$ cat config.mk
export PLATFORM = sky130hd
export DESIGN_NAME = ctc_greedy_decoder_unit
export DESIGN_NICKNAME = d
export VERILOG_FILES = /design/src/rtl/cgd_pkg.sv /design/src/rtl/cgd_front.sv /design/src/rtl/cgd_fifo.sv /design/src/rtl/cgd_div.sv /design/src/rtl/cgd_back.sv /design/src/rtl/ctc_greedy_decoder_unit.sv
export VERILOG_INCLUDE_DIRS = /design/src /design/src/rtl
export SDC_FILE = /design/constraint.sdc
export NUM_CORES = 1
export LEC_CHECK = 0
export ABC_AREA = 1
export BUFFER_PORTS_ARGS = -buffer_cell sky130_fd_sc_hd__buf_2
export CAP_MARGIN = 0
export CORE_MARGIN = 4
export CORE_UTILIZATION = 55
export DETAILED_ROUTE_END_ITERATION = 10
export PLACE_DENSITY = 0.78
export SLEW_MARGIN = 0
export SYNTH_ARGS = -nofsm -noshare
export SYNTH_HDL_FRONTEND = slang
export SYNTH_SLANG_ARGS = --single-unit
$ cat constraint.sdc
create_clock -name aclk -period 13.4 [get_ports aclk]
set_input_delay 0.67 -clock aclk [delete_from_list [all_inputs] [get_ports aclk]]
set_output_delay 0.67 -clock aclk [all_outputs]
set_load 0.1 [all_outputs]
$ cat src/rtl/assert_macros.svh
// assertion macros shared by the decoder rtl
// no dependencies; define NO_ASSERTIONS to compile them out
`ifndef ASSERT_MACROS_SVH
`define ASSERT_MACROS_SVH

`ifndef NO_ASSERTIONS

// condition that must hold at every clock edge outside reset
`define CGD_ASSERT(lbl, clk, rst_n, cond) \
    lbl: assert property (@(posedge clk) disable iff (!(rst_n)) (cond)) \
        else $error("assertion failed");

// implication property, overlapping or not as written by the caller
`define CGD_ASSERT_PROP(lbl, clk, rst_n, prop) \
    lbl: assert property (@(posedge clk) disable iff (!(rst_n)) prop) \
        else $error("assertion failed");

`else

`define CGD_ASSERT(lbl, clk, rst_n, cond)
`define CGD_ASSERT_PROP(lbl, clk, rst_n, prop)

`endif

`endif

$ cat src/rtl/cgd_pkg.sv
// shared types and constants of the ctc greedy decoder
// no dependencies; imported by every rtl module of the block
`timescale 1ns / 1ps
`default_nettype none

package cgd_pkg;

    localparam int DEF_MAX_CLASSES = 128;
    localparam int DEF_MAX_STEPS   = 1024;

    localparam int PROB_W     = 16;
    localparam int CLASS_W    = 7;
    localparam int COUNT_W    = 11;
    localparam int DICT_W     = 8;
    localparam int FIFO_DEPTH = 4;

    localparam logic [DICT_W-1:0] DICT_RESET = 8'd128;

    localparam logic KIND_CHAR    = 1'b0;
    localparam logic KIND_SUMMARY = 1'b1;

    typedef enum logic [1:0] {
        ST_IDLE,
        ST_DIVGO,
        ST_DIV,
        ST_SUM
    } back_state_t;

    typedef struct packed {
        logic full;
        logic not_empty;
    } fifo_stat_t;

    typedef struct packed {
        logic busy;
        logic done;
    } div_stat_t;

endpackage

`default_nettype wire

$ cat src/rtl/cgd_front.sv
// front end: per-step argmax over the incoming class probabilities
// depends on cgd_pkg; pushes one step record into cgd_fifo per step
`timescale 1ns / 1ps
`default_nettype none

module cgd_front
    import cgd_pkg::*;
#(
    parameter int MAX_CLASSES = DEF_MAX_CLASSES,
    parameter int IDX_W = $clog2(MAX_CLASSES),
    parameter int REC_W = IDX_W + PROB_W + 1
) (
    input  wire logic              aclk,
    input  wire logic              aresetn,
    input  wire logic              accept,
    input  wire logic [PROB_W-1:0] prob,
    input  wire logic              last_class,
    input  wire logic              last_step,
    output logic                   push,
    output logic [REC_W-1:0]       rec
);

    localparam int POS_W = $clog2(MAX_CLASSES + 1);
    localparam logic [POS_W-1:0] POS_MAX = POS_W'(MAX_CLASSES);

    logic [POS_W-1:0]  pos_reg, pos_next;
    logic [PROB_W-1:0] bv_reg, bv_next;
    logic [IDX_W-1:0]  bi_reg, bi_next;

    always_comb begin
        pos_next = pos_reg;
        bv_next  = bv_reg;
        bi_next  = bi_reg;
        push     = 1'b0;
        if (accept) begin
            if (pos_reg == '0) begin
                bv_next = prob;
                bi_next = '0;
            end else if (pos_reg < POS_MAX && prob > bv_reg) begin
                // strict compare keeps the first maximum on a tie
                bv_next = prob;
                bi_next = pos_reg[IDX_W-1:0];
            end
            if (pos_reg < POS_MAX) begin
                pos_next = pos_reg + POS_W'(1);
            end
            if (last_class) begin
                push     = 1'b1;
                pos_next = '0;
            end
        end
    end

    assign rec = {last_step, bv_next, bi_next};

    always_ff @(posedge aclk) begin
        if (!aresetn) begin
            pos_reg <= '0;
            bv_reg  <= '0;
            bi_reg  <= '0;
        end else begin
            pos_reg <= pos_next;
            bv_reg  <= bv_next;
            bi_reg  <= bi_next;
        end
    end

endmodule

`default_nettype wire

$ cat src/rtl/cgd_fifo.sv
// small register queue of step records between front and back end
// depends on cgd_pkg for the status struct
`timescale 1ns / 1ps
`default_nettype none

`include "assert_macros.svh"

module cgd_fifo
    import cgd_pkg::*;
#(
    parameter int WIDTH = 8,
    parameter int DEPTH = FIFO_DEPTH
) (
    input  wire logic             aclk,
    input  wire logic             aresetn,
    input  wire logic             push,
    input  wire logic [WIDTH-1:0] wr_data,
    input  wire logic             pop,
    output logic [WIDTH-1:0]      rd_data,
    output fifo_stat_t            stat
);

    localparam int AW = $clog2(DEPTH);

    logic [WIDTH-1:0] mem_reg [DEPTH];
    logic [AW:0]      wr_ptr_reg, wr_ptr_next;
    logic [AW:0]      rd_ptr_reg, rd_ptr_next;

    always_comb begin
        wr_ptr_next = push ? wr_ptr_reg + (AW+1)'(1) : wr_ptr_reg;
        rd_ptr_next = pop  ? rd_ptr_reg + (AW+1)'(1) : rd_ptr_reg;
    end

    assign stat.full      = (wr_ptr_reg[AW] != rd_ptr_reg[AW]) &&
                            (wr_ptr_reg[AW-1:0] == rd_ptr_reg[AW-1:0]);
    assign stat.not_empty = (wr_ptr_reg != rd_ptr_reg);
    assign rd_data        = mem_reg[rd_ptr_reg[AW-1:0]];

    always_ff @(posedge aclk) begin
        if (push) begin
            mem_reg[wr_ptr_reg[AW-1:0]] <= wr_data;
        end
    end

    always_ff @(posedge aclk) begin
        if (!aresetn) begin
            wr_ptr_reg <= '0;
            rd_ptr_reg <= '0;
        end else begin
            wr_ptr_reg <= wr_ptr_next;
            rd_ptr_reg <= rd_ptr_next;
        end
    end

    // the front end is held off by full, the back end only pops queued records
    `CGD_ASSERT(a_no_overflow, aclk, aresetn, !(push && stat.full && !pop))
    `CGD_ASSERT(a_no_underflow, aclk, aresetn, !(pop && !stat.not_empty))

endmodule

`default_nettype wire

$ cat src/rtl/cgd_div.sv
// restoring divider, one quotient bit per cycle, for the mean confidence
// depends on cgd_pkg for the status struct
`timescale 1ns / 1ps
`default_nettype none

module cgd_div
    import cgd_pkg::*;
#(
    parameter int NUM_W = 27,
    parameter int DEN_W = 11
) (
    input  wire logic             aclk,
    input  wire logic             aresetn,
    input  wire logic             start,
    input  wire logic [NUM_W-1:0] dividend,
    input  wire logic [DEN_W-1:0] divisor,
    output logic [NUM_W-1:0]      quotient,
    output div_stat_t             stat
);

    localparam int IT_W = $clog2(NUM_W + 1);

    logic [NUM_W-1:0] quo_reg, quo_next;
    logic [DEN_W-1:0] rem_reg, rem_next;
    logic [DEN_W-1:0] den_reg, den_next;
    logic [IT_W-1:0]  it_reg, it_next;
    logic             done_reg, done_next;
    logic [DEN_W:0]   trial;
    logic [DEN_W:0]   diff;
    logic             ge;

    assign trial = {rem_reg, quo_reg[NUM_W-1]};
    assign diff  = trial - {1'b0, den_reg};
    assign ge    = trial >= {1'b0, den_reg};

    always_comb begin
        quo_next  = quo_reg;
        rem_next  = rem_reg;
        den_next  = den_reg;
        it_next   = it_reg;
        done_next = 1'b0;
        if (start) begin
            quo_next = dividend;
            rem_next = '0;
            den_next = divisor;
            it_next  = IT_W'(NUM_W);
        end else if (it_reg != '0) begin
            quo_next = {quo_reg[NUM_W-2:0], ge};
            rem_next = ge ? diff[DEN_W-1:0] : trial[DEN_W-1:0];
            it_next  = it_reg - IT_W'(1);
            if (it_reg == IT_W'(1)) begin
                done_next = 1'b1;
            end
        end
    end

    assign quotient  = quo_reg;
    assign stat.busy = (it_reg != '0);
    assign stat.done = done_reg;

    always_ff @(posedge aclk) begin
        quo_reg <= quo_next;
        rem_reg <= rem_next;
        den_reg <= den_next;
    end

    always_ff @(posedge aclk) begin
        if (!aresetn) begin
            it_reg   <= '0;
            done_reg <= 1'b0;
        end else begin
            it_reg   <= it_next;
            done_reg <= done_next;
        end
    end

endmodule

`default_nettype wire

$ cat src/rtl/cgd_back.sv
// back end: emission decision, sequence accounting and output register
// depends on cgd_pkg; reads step records from cgd_fifo, drives cgd_div
`timescale 1ns / 1ps
`default_nettype none

`include "assert_macros.svh"

module cgd_back
    import cgd_pkg::*;
#(
    parameter int MAX_CLASSES = DEF_MAX_CLASSES,
    parameter int MAX_STEPS = DEF_MAX_STEPS,
    parameter int IDX_W = $clog2(MAX_CLASSES),
    parameter int REC_W = IDX_W + PROB_W + 1,
    parameter int CNT_W = $clog2(MAX_STEPS + 1),
    parameter int SUM_W = CNT_W + PROB_W
) (
    input  wire logic              aclk,
    input  wire logic              aresetn,
    input  wire logic [DICT_W-1:0] dict_size,
    input  wire logic [REC_W-1:0]  rec,
    input  wire fifo_stat_t        fifo_stat,
    output logic                   pop,
    output logic                   div_start,
    output logic [SUM_W-1:0]       div_num,
    output logic [CNT_W-1:0]       div_den,
    input  wire logic [SUM_W-1:0]  div_quo,
    input  wire div_stat_t         div_stat,
    output logic                   m_tvalid,
    input  wire logic              m_tready,
    output logic [55:0]            m_tdata,
    output logic                   m_tuser,
    output logic                   m_tlast
);

    localparam int CMP_W = (IDX_W > DICT_W) ? IDX_W : DICT_W;
    localparam logic [CNT_W-1:0] CNT_MAX = CNT_W'(MAX_STEPS);

    back_state_t state_reg, state_next;

    logic [IDX_W-1:0]   prev_idx_reg, prev_idx_next;
    logic               prev_none_reg, prev_none_next;
    logic [SUM_W-1:0]   sum_reg, sum_next;
    logic [CNT_W-1:0]   cnt_reg, cnt_next;
    logic [PROB_W-1:0]  avg_reg, avg_next;

    logic               m_valid_reg, m_valid_next;
    logic               out_kind_reg, out_kind_next;
    logic [CLASS_W-1:0] out_idx_reg, out_idx_next;
    logic [PROB_W-1:0]  out_conf_reg, out_conf_next;
    logic [PROB_W-1:0]  out_avg_reg, out_avg_next;
    logic [COUNT_W-1:0] out_cnt_reg, out_cnt_next;

    logic [IDX_W-1:0]  rec_idx;
    logic [PROB_W-1:0] rec_value;
    logic              rec_last;
    logic              out_free;
    logic              emit;

    assign {rec_last, rec_value, rec_idx} = rec;
    assign out_free = !m_valid_reg || m_tready;

    // non-blank, not a repeat of the previous step, and inside the dictionary
    assign emit = (rec_idx != '0) &&
                  (prev_none_reg || rec_idx != prev_idx_reg) &&
                  (CMP_W'(rec_idx) < CMP_W'(dict_size));

    assign div_num = sum_reg;
    assign div_den = cnt_reg;

    always_comb begin
        state_next     = state_reg;
        prev_idx_next  = prev_idx_reg;
        prev_none_next = prev_none_reg;
        sum_next       = sum_reg;
        cnt_next       = cnt_reg;
        avg_next       = avg_reg;
        m_valid_next   = m_valid_reg && !m_tready;
        out_kind_next  = out_kind_reg;
        out_idx_next   = out_idx_reg;
        out_conf_next  = out_conf_reg;
        out_avg_next   = out_avg_reg;
        out_cnt_next   = out_cnt_reg;
        pop            = 1'b0;
        div_start      = 1'b0;
        case (state_reg)
            ST_IDLE: begin
                if (fifo_stat.not_empty && out_free) begin
                    pop            = 1'b1;
                    prev_idx_next  = rec_idx;
                    prev_none_next = 1'b0;
                    if (emit) begin
                        m_valid_next  = 1'b1;
                        out_kind_next = KIND_CHAR;
                        out_idx_next  = CLASS_W'(rec_idx);
                        out_conf_next = rec_value;
                        out_avg_next  = '0;
                        out_cnt_next  = '0;
                        if (cnt_reg < CNT_MAX) begin
                            sum_next = sum_reg + SUM_W'(rec_value);
                            cnt_next = cnt_reg + CNT_W'(1);
                        end
                    end
                    if (rec_last) begin
                        state_next = ST_DIVGO;
                    end
                end
            end
            ST_DIVGO: begin
                if (cnt_reg == '0) begin
                    avg_next   = '0;
                    state_next = ST_SUM;
                end else begin
                    div_start  = 1'b1;
                    state_next = ST_DIV;
                end
            end
            ST_DIV: begin
                if (div_stat.done) begin
                    avg_next   = div_quo[PROB_W-1:0];
                    state_next = ST_SUM;
                end
            end
            ST_SUM: begin
                if (out_free) begin
                    m_valid_next   = 1'b1;
                    out_kind_next  = KIND_SUMMARY;
                    out_idx_next   = '0;
                    out_conf_next  = '0;
                    out_avg_next   = avg_reg;
                    out_cnt_next   = COUNT_W'(cnt_reg);
                    sum_next       = '0;
                    cnt_next       = '0;
                    prev_idx_next  = '0;
                    prev_none_next = 1'b1;
                    state_next     = ST_IDLE;
                end
            end
            default: begin
                state_next = ST_IDLE;
            end
        endcase
    end

    always_ff @(posedge aclk) begin
        if (!aresetn) begin
            state_reg     <= ST_IDLE;
            prev_idx_reg  <= '0;
            prev_none_reg <= 1'b1;
            sum_reg       <= '0;
            cnt_reg       <= '0;
            m_valid_reg   <= 1'b0;
        end else begin
            state_reg     <= state_next;
            prev_idx_reg  <= prev_idx_next;
            prev_none_reg <= prev_none_next;
            sum_reg       <= sum_next;
            cnt_reg       <= cnt_next;
            m_valid_reg   <= m_valid_next;
        end
    end

    always_ff @(posedge aclk) begin
        avg_reg      <= avg_next;
        out_kind_reg <= out_kind_next;
        out_idx_reg  <= out_idx_next;
        out_conf_reg <= out_conf_next;
        out_avg_reg  <= out_avg_next;
        out_cnt_reg  <= out_cnt_next;
    end

    assign m_tvalid = m_valid_reg;
    assign m_tuser  = out_kind_reg;
    assign m_tlast  = (out_kind_reg == KIND_SUMMARY);
    assign m_tdata  = {6'd0, out_cnt_reg, out_avg_reg, out_conf_reg, out_idx_reg};

    // a summary is valid on the output in the cycle after it is loaded
    `CGD_ASSERT_PROP(a_sum_loaded, aclk, aresetn,
        (state_reg == ST_SUM && out_free) |=> (m_tvalid && m_tuser == KIND_SUMMARY))
    // the divider only answers while the back end waits for it
    `CGD_ASSERT_PROP(a_div_done_in_div, aclk, aresetn,
        div_stat.done |-> (state_reg == ST_DIV))
    // no queued record is consumed while a sequence summary is still pending
    `CGD_ASSERT_PROP(a_no_pop_busy, aclk, aresetn,
        pop |-> (state_reg == ST_IDLE && !div_stat.busy))

endmodule

`default_nettype wire

$ cat src/rtl/ctc_greedy_decoder_unit.sv
// top level of the ctc greedy (best path) decoder
// depends on cgd_pkg, cgd_front, cgd_fifo, cgd_div and cgd_back
`timescale 1ns / 1ps
`default_nettype none

// usage
//   s_ channel: one class probability per transaction, class by class within a
//   time step; s_tlast closes a step, s_tuser marks the final step of a sequence
//   m_ channel: a character transaction (m_tuser 0) for each decoded class and
//   one summary transaction (m_tuser 1, m_tlast 1) at the end of each sequence
//   cfg_ channel: writes dict_size, only while the block is idle
// timing
//   the input side takes one transaction per cycle; a step record goes into a
//   four-deep queue, and s_tready drops only while that queue is full
//   a character result passes from the closing item through the step queue and then the output register
//   the summary needs a restoring divide of one bit per cycle over the
//   confidence sum (MAX_STEPS count width plus 16 bits, 27 bits at the
//   defaults), then loads the output register; with no characters the divide is skipped
//   steps that close while the back end divides wait in the queue
// reset and stall
//   aresetn clears all sequence state and sets dict_size to 128
//   a stalled m_tready holds the output register; the queue keeps taking steps
//   until it fills, then back pressure reaches s_tready

module ctc_greedy_decoder_unit
    import cgd_pkg::*;
#(
    parameter int MAX_CLASSES = DEF_MAX_CLASSES,
    parameter int MAX_STEPS   = DEF_MAX_STEPS
) (
    input  wire logic              aclk,
    input  wire logic              aresetn,
    // configuration write: dict_size
    input  wire logic              cfg_valid,
    output logic                   cfg_ready,
    input  wire logic [DICT_W-1:0] cfg_data,
    // input stream
    input  wire logic              s_tvalid,
    output logic                   s_tready,
    input  wire logic [15:0]       s_tdata,  // [15:0] prob
    input  wire logic              s_tlast,  // last_class
    input  wire logic              s_tuser,  // [0] last_step
    // result stream
    output logic                   m_tvalid,
    input  wire logic              m_tready,
    output logic [55:0]            m_tdata,  // [6:0] class_index, [22:7] char_confidence,
                                             // [38:23] avg_confidence, [49:39] char_count
    output logic                   m_tuser,  // [0] kind
    output logic                   m_tlast   // last
);

    localparam int IDX_W = $clog2(MAX_CLASSES);
    localparam int REC_W = IDX_W + PROB_W + 1;
    localparam int CNT_W = $clog2(MAX_STEPS + 1);
    localparam int SUM_W = CNT_W + PROB_W;

    logic [DICT_W-1:0] dict_reg, dict_next;

    logic              s_accept;
    logic              push;
    logic              pop;
    logic [REC_W-1:0]  rec_in;
    logic [REC_W-1:0]  rec_out;
    fifo_stat_t        fifo_stat;

    logic              div_start;
    logic [SUM_W-1:0]  div_num;
    logic [CNT_W-1:0]  div_den;
    logic [SUM_W-1:0]  div_quo;
    div_stat_t         div_stat;

    // configuration is always taken
    assign cfg_ready = 1'b1;
    assign dict_next = (cfg_valid && cfg_ready) ? cfg_data : dict_reg;

    always_ff @(posedge aclk) begin
        if (!aresetn) begin
            dict_reg <= DICT_RESET;
        end else begin
            dict_reg <= dict_next;
        end
    end

    // the front end stalls whenever the step queue is full, not only on a step's closing item
    assign s_tready = !fifo_stat.full;
    assign s_accept = s_tvalid && s_tready;

    cgd_front #(
        .MAX_CLASSES (MAX_CLASSES),
        .IDX_W       (IDX_W),
        .REC_W       (REC_W)
    ) u_front (
        .aclk       (aclk),
        .aresetn    (aresetn),
        .accept     (s_accept),
        .prob       (s_tdata[PROB_W-1:0]),
        .last_class (s_tlast),
        .last_step  (s_tuser),
        .push       (push),
        .rec        (rec_in)
    );

    cgd_fifo #(
        .WIDTH (REC_W),
        .DEPTH (FIFO_DEPTH)
    ) u_fifo (
        .aclk    (aclk),
        .aresetn (aresetn),
        .push    (push),
        .wr_data (rec_in),
        .pop     (pop),
        .rd_data (rec_out),
        .stat    (fifo_stat)
    );

    cgd_div #(
        .NUM_W (SUM_W),
        .DEN_W (CNT_W)
    ) u_div (
        .aclk     (aclk),
        .aresetn  (aresetn),
        .start    (div_start),
        .dividend (div_num),
        .divisor  (div_den),
        .quotient (div_quo),
        .stat     (div_stat)
    );

    cgd_back #(
        .MAX_CLASSES (MAX_CLASSES),
        .MAX_STEPS   (MAX_STEPS),
        .IDX_W       (IDX_W),
        .REC_W       (REC_W),
        .CNT_W       (CNT_W),
        .SUM_W       (SUM_W)
    ) u_back (
        .aclk      (aclk),
        .aresetn   (aresetn),
        .dict_size (dict_reg),
        .rec       (rec_out),
        .fifo_stat (fifo_stat),
        .pop       (pop),
        .div_start (div_start),
        .div_num   (div_num),
        .div_den   (div_den),
        .div_quo   (div_quo),
        .div_stat  (div_stat),
        .m_tvalid  (m_tvalid),
        .m_tready  (m_tready),
        .m_tdata   (m_tdata),
        .m_tuser   (m_tuser),
        .m_tlast   (m_tlast)
    );

endmodule

`default_nettype wire

==> results of run 1 <==
-- worst max-delay path by stage --
stage	startpoint	end	depth (start not counted)
3_3_place_gp	flip-flop	u_back.out_avg_reg[13]$_SDFFCE_PN0P_	13
6_report	flip-flop	u_back.out_avg_reg[11]$_SDFFCE_PN0P_	13
3_5_place_dp	flip-flop	u_back.out_avg_reg[14]$_SDFFCE_PN0P_	13
2_1_floorplan	flip-flop	u_back.m_tlast$_DFFE_PP_	15
5_1_grt	flip-flop	u_back.out_conf_reg[4]$_SDFFCE_PP0P_	13
4_1_cts	flip-flop	u_back.out_avg_reg[11]$_SDFFCE_PN0P_	13
-- power groups by stage --
| stage | sequential, mW | combinational, mW | clock [mW] |
|---|---|---|---|
| after floorplan | 2.08 | 1.25 | 0 |
| after global placement | 1.51 | 2.19 | 0 |
| after detailed placement | 1.52 | 2.23 | 0 |
| after CTS | 1.50 | 2.23 | 0.840 |
| after global routing | 1.52 | 2.48 | 0.887 |
| final | 1.50 | 2.24 | 0.824 |
-- worst reg2reg max path, stage by stage (launching register included) --
cell and delay, ps:
dfxtp_1 970, inv_2 480, nand3_1 240, nand2_1 120
inv_1 70, ha_1 230, a21oi_1 140, o21ai_0 90
a21oi_1 210, nand3_2 130, nand2_4 430, nand2_1 180
nor2_4 270, buf_4 540
-- cell usage after synthesis, drive strengths merged --
| library cell | number | area [um2] |
|---|---|---|
| conb | 2 | 7.51 |
| a21oi | 125 | 629 |
| o21bai | 5 | 37.5 |
| xor2 | 20 | 175 |
| nor3 | 16 | 80.1 |
| a211oi | 2 | 15.0 |
| and3 | 1 | 6.26 |
| nor2 | 203 | 762 |
| or3 | 1 | 6.26 |
| clkbuf | 34 | 128 |
| edfxtp | 201 | 6040 |
| ha | 64 | 801 |
| a221oi | 1 | 8.76 |
| and2 | 1 | 6.26 |
| inv | 235 | 882 |
| nand3 | 114 | 581 |
| nand4 | 19 | 119 |
| dfxtp | 113 | 2260 |
| a31oi | 5 | 37.5 |
| o21ai | 97 | 485 |
| nand3b | 25 | 188 |
| o211ai | 3 | 22.5 |
| nor4 | 3 | 18.8 |
| a21o | 4 | 30.0 |
| a31o | 1 | 8.76 |
| nand2 | 492 | 1870 |
| o311ai | 1 | 8.76 |
| xnor2 | 10 | 87.6 |
| buf | 40 | 241 |
| fa | 2 | 40.0 |
| or2 | 4 | 25.0 |
-- cells by family after synthesis --
logic type      Yosys count  share of synthesized area, %
simple gates            879                          23.4
other cells               2                        0.0481
flops                   314                          53.2
compound gates          244                          8.23
xor+xnor                 30                          1.68
buf+inv                 309                          8.02
fa+ha+maj                66                          5.39
-- cell type report --
class,count,share of cell area [%]
inverters,235,5.12
flip-flops and latches,314,48.2
clock buffers,37,4.69
clock inverters,21,0.988
multi-input cells,1226,35.4
repair buffers,94,2.88
well taps,378,2.74
-- layer usage --
metal  vias to the layer above  routed length (um)
li1                       6121                   -
met1                      5504               14700
met2                       330               15500
met3                        57                1760
met4                         0                 745
met5                         -                   0
==> qor.yml, run 1 <==
outcome:
  status: "complete, no violations"
place:
  place_inst: 2247
  dp_hpwl_um: 22700
  placed_area_um2: 16300
  place.port_buffers: 84
  routabilityCongestion: 0.952
  pre_cts_slack_ps: 8950
synthesis:
  post_synth_num_cell_types: 41
  netlist_instances: 1844
  yosys_warnings: 0
  ys_seq_elements: 314
  avgSynthCellArea_um2: 8.46
  seq_area_frac_synth_pct: 53.2
  synth_area_um2: 15600
global_routing:
  grt_pass1_wl_um: 54200
  gr-usage-met1_pct: 28.2
  grt_max_degree: 79
  grt_use_total_pct: 20.9
  antenna_found_initial: 0
  grtUsageMet3_pct: 2.55
  overflow: 0
  grt_pass1_vias: 11400
  busiest_layer: "met2"
  grt_util_met2_pct: 36.0
clocking:
  cts.sinks: 314
  cts-root-to-sink-buffers: 3
  cts_buffers: 31
  worstSkewPairLatency_ps: 560
  cts_resized: 0
  cts_max_level: 1
  cts_setup_buffers: 0
  cts_tree: "built"
  cts_hold_buffers: 0
  cts.clk_slew.worst_paths_ps: 70
  cts-root-buf: "clkbuf_16"
pwr:
  finalPower_mw: 4.56
  combPwrFrac_pct: 49.1
  p_sw_share_pct: 47.7
  powerDensity_nw_per_um2: 265
  p_leak_nw: 7.83
  max-vdd-ir-drop_mv: 0.143
  seqPwrFrac_pct: 32.9
  clockPowerShare_pct: 18.1
  p_int_mw: 2.39
  p_sw_mw: 2.18
cells_and_area:
  final_area_um2: 17200
  final_common_cell: "nand2_1"
  regArea_um2: 8300
  nets: 1999
  fin_util_pct: 61.9
  largest_register_ffs: 96
  diodes: 0
  final_cells: 2305
  fillers: 2333
  syn_to_final_growth_pct: 10.4
  layout-drive-gt1-share_pct: 8.51
  layout_common_cells: "nand2_1, inv_1, edfxtp_1"
  multi_input_area_um2: 6100
drt:
  wire_per_inst_um: 14.2
  drcViolationCount: 0
  drt-total-wl_um: 32700
  dr.pass1.iters: 8
  ant_nets: 0
  drtIter0Drc: 1028
  via_per_inst: 5.21
  vias: 12000
critical_path:
  max_stage_delay_ps: 970
  path_max_fanout: 52
  cp-end-kind: "flip-flop"
  path_cells: "inv_2 -> nand3_1 -> nand2_1 -> inv_1 -> ha_1 -> a21oi_1 -> o21ai_0 -> a21oi_1 -> nand3_2 -> nand2_4 -> nand2_1 -> nor2_4 -> buf_4"
  worstPathArrival_ps: 4680
  path_class: "reg -> reg"
  cp_top_family: "simple AND/OR/NAND/NOR gates"
  cp.required_ps: 13580
  r2r_setup_slack_ps: 8910
  regToRegEndpoint: "u_back.out_avg_reg[11]$_SDFFCE_PN0P_"
  reg2reg_depth: 13
  cp-start-kind: "flip-flop"
  critical_path_buf_inv_count: 3
  slowest_stage: "dfxtp_1"
sta:
  relSlewSlack_pct: 19.6
  finalSetupTns_ps: 0
  setup_viol: 0
  whs_ps: 331
  skew_ps: 10.6
  slew_violations: 0
  fin_ws_ps: 8910
  min_period_ps: 4490
  timing.final.hold_violations: 0
  finalCritPeriodShare_pct: 33.5
  rsz0062_at_grt: "false"
  tightest_slew_ps: 1200
  fmax_mhz: 222
worst_hold_path:
  hp-start: "s_tuser"
  hold_path_class: "in -> reg"
  whs_path_depth: 1
  hold-path-endpoint: "u_fifo.mem_reg[0][23]$_DFFE_PP_"
die:
  die_w_um: 176
  rows: 61
  die_area_um2: 31100
  initial_core_util_pct: 56.0
  pin_count: 92
  die_y_um: 176
  core_area_um2: 27900
flow_run:
  maxCapViolCount: 0
(Power assumes the default switching activity.)
==> inputs of run 2 (changes only) <==
--- a/config.mk
+++ b/config.mk
@@ -12,7 +12,7 @@
 export CORE_MARGIN = 4
 export CORE_UTILIZATION = 55
 export DETAILED_ROUTE_END_ITERATION = 10
-export PLACE_DENSITY = 0.78
+export PLACE_DENSITY = 0.81
 export SLEW_MARGIN = 0
 export SYNTH_ARGS = -nofsm -noshare
 export SYNTH_HDL_FRONTEND = slang
==> constraint.sdc (replaced) <==
create_clock -name aclk -period 3.69 [get_ports aclk]
set_input_delay 0.1845 -clock aclk [delete_from_list [all_inputs] [get_ports aclk]]
set_output_delay 0.1845 -clock aclk [all_outputs]
set_load 0.1 [all_outputs]
==> qor.yml, run 2 (synthesis results as in run 1) <==
global_routing:
  grt_pass1_vias: 11900  # +4.2%
  overflow: 0  # unchanged
  antenna_found_initial: 1  # +1
  grt_use_total_pct: 22.0  # +1.1 points
  grt_pass1_wl_um: 56800  # +4.9%
  grt_max_degree: 79  # unchanged
cells_and_area:
  diodes: 0  # unchanged
  final_common_cell: "nand2_1"
  layout_common_cells: "nand2_1, inv_1, edfxtp_1"
  largest_register_ffs: 96  # unchanged
  syn_to_final_growth_pct: 13.2
  final_area_um2: 17700  # +2.5%
  nets: 2024  # +1.3%
  fillers: 2238  # -4.1%
  layout-drive-gt1-share_pct: 9.47  # +0.96 points
  final_cells: 2332  # +1.2%
  fin_util_pct: 63.4  # +1.5 points
drt:
  via_per_inst: 5.31  # +1.8%
  dr.pass1.iters: 6  # -2
  drcViolationCount: 0  # unchanged
  drt-total-wl_um: 34300  # +5.0%
  vias: 12400  # +3.0%
  drtIter0Drc: 1106  # +7.6%
  ant_nets: 0  # unchanged
  wire_per_inst_um: 14.7  # +3.8%
sta:
  fin_ws_ps: 348  # -8560 ps
  timing.final.hold_violations: 0  # unchanged
  rsz0062_at_grt: "false"
  finalCritPeriodShare_pct: 90.6  # +57 points
  relSlewSlack_pct: 26.8  # +7.2 points
  whs_ps: 4.24  # -327 ps
  skew_ps: 16.6  # +5.98 ps
  slew_violations: 0  # unchanged
  fmax_mhz: 299  # +34%
  tightest_slew_ps: 1100  # -104 ps
  finalSetupTns_ps: 0  # unchanged
  setup_viol: 0  # unchanged
  min_period_ps: 3340  # -1150 ps
die:
  pin_count: 92  # unchanged
  die_y_um: 176  # unchanged
  rows: 61  # unchanged
  die_area_um2: 31100  # unchanged
  die_w_um: 176  # unchanged
  initial_core_util_pct: 56.0  # unchanged
  core_area_um2: 27900  # unchanged
worst_hold_path:
  hold_path_class: "in -> reg"
  hp-start: "cfg_data[3]"
place:
  pre_cts_slack_ps: 473  # -8480 ps
  routabilityCongestion: 0.953  # about the same
  dp_hpwl_um: 23600  # +3.9%
  place_inst: 2256  # +0.40%
  placed_area_um2: 16300  # +0.57%
  place.port_buffers: 84  # unchanged
clocking:
  cts-root-to-sink-buffers: 3  # unchanged
  cts_buffers: 35  # +13%
  cts_tree: "built"
  cts_resized: 0  # unchanged
  cts_max_level: 2  # +1
  cts.clk_slew.worst_paths_ps: 60  # about the same
  cts-root-buf: "clkbuf_16"
  worstSkewPairLatency_ps: 510  # -50 ps
  cts.sinks: 314  # unchanged
critical_path:
  cp-end-kind: "flip-flop"
  cp.required_ps: 4030  # -9550 ps
  worstPathArrival_ps: 3680  # -1000 ps
  path_max_fanout: 51  # -1.9%
  path_class: "reg -> reg"
  cp-start-kind: "flip-flop"
pwr:
  powerDensity_nw_per_um2: 983  # +270%
  max-vdd-ir-drop_mv: 0.620  # +330%
  p_leak_nw: 8.07  # +3.0%
  finalPower_mw: 17.4  # +280%
flow_run:
  maxCapViolCount: 0  # unchanged
outcome:
  status: "complete, no violations"
run 2: cell type report:
type	instances	area, um2	share of cell area (%)
clock buffer	40	926	5.24
clock inverter	24	269	1.52
inverter	235	882	4.99
multi-input combinational	1226	6100	34.6
sequential	314	8300	47.0
tap	378	473	2.68
timing repair buffer	115	708	4.01
run 2: path summary, 6_finish.rpt:
path,end,slack (ps),cells past startpoint
setup reg to reg,u_back.div_den[7]$_SDFFE_PN0P_,350,15
setup / recovery,u_back.div_den[7]$_SDFFE_PN0P_,350,15
hold / removal,dict_reg[3]$_SDFFE_PN0P_,4,3
hold reg to reg,u_div.done_reg$_SDFF_PP0_,470,1
run 2: timing repair:
| item | CTS | global route |
|---|---|---|
| hold endpoints to repair | 12 | 0 |
| setup buffers | 0 | 0 |
| hold buffers | 12 | 0 |
run 2: power by group:
group / total, mW / switching [mW] / leakage [nW] / internal, mW
sequential: 5.38 / 0.394 / 2.87 / 4.99
combinational: 8.44 / 6.35 / 4.61 / 2.09
clock: 3.55 / 1.38 / 0.590 / 2.17
total: 17.4 / 8.12 / 8.07 / 9.25
run 2: routing by layer:
layer	track usage [%]	routed length (um)
met1	28.1	14500
met2	39.5	17000
met3	3.30	2120
met4	5.51	738
met5	0	0
run 2: critical path: stages (launching register included):
cell and delay, ps:
dfxtp_1 350, buf_4 430, nand2_1 120, nand3_1 130
nand2_1 120, inv_1 70, ha_1 230, a21oi_1 150
o21ai_0 80, a21oi_1 220, nand3_2 130, nand2_4 70
buf_4 470, nand2_4 320, nand2_1 170, a21oi_1 80
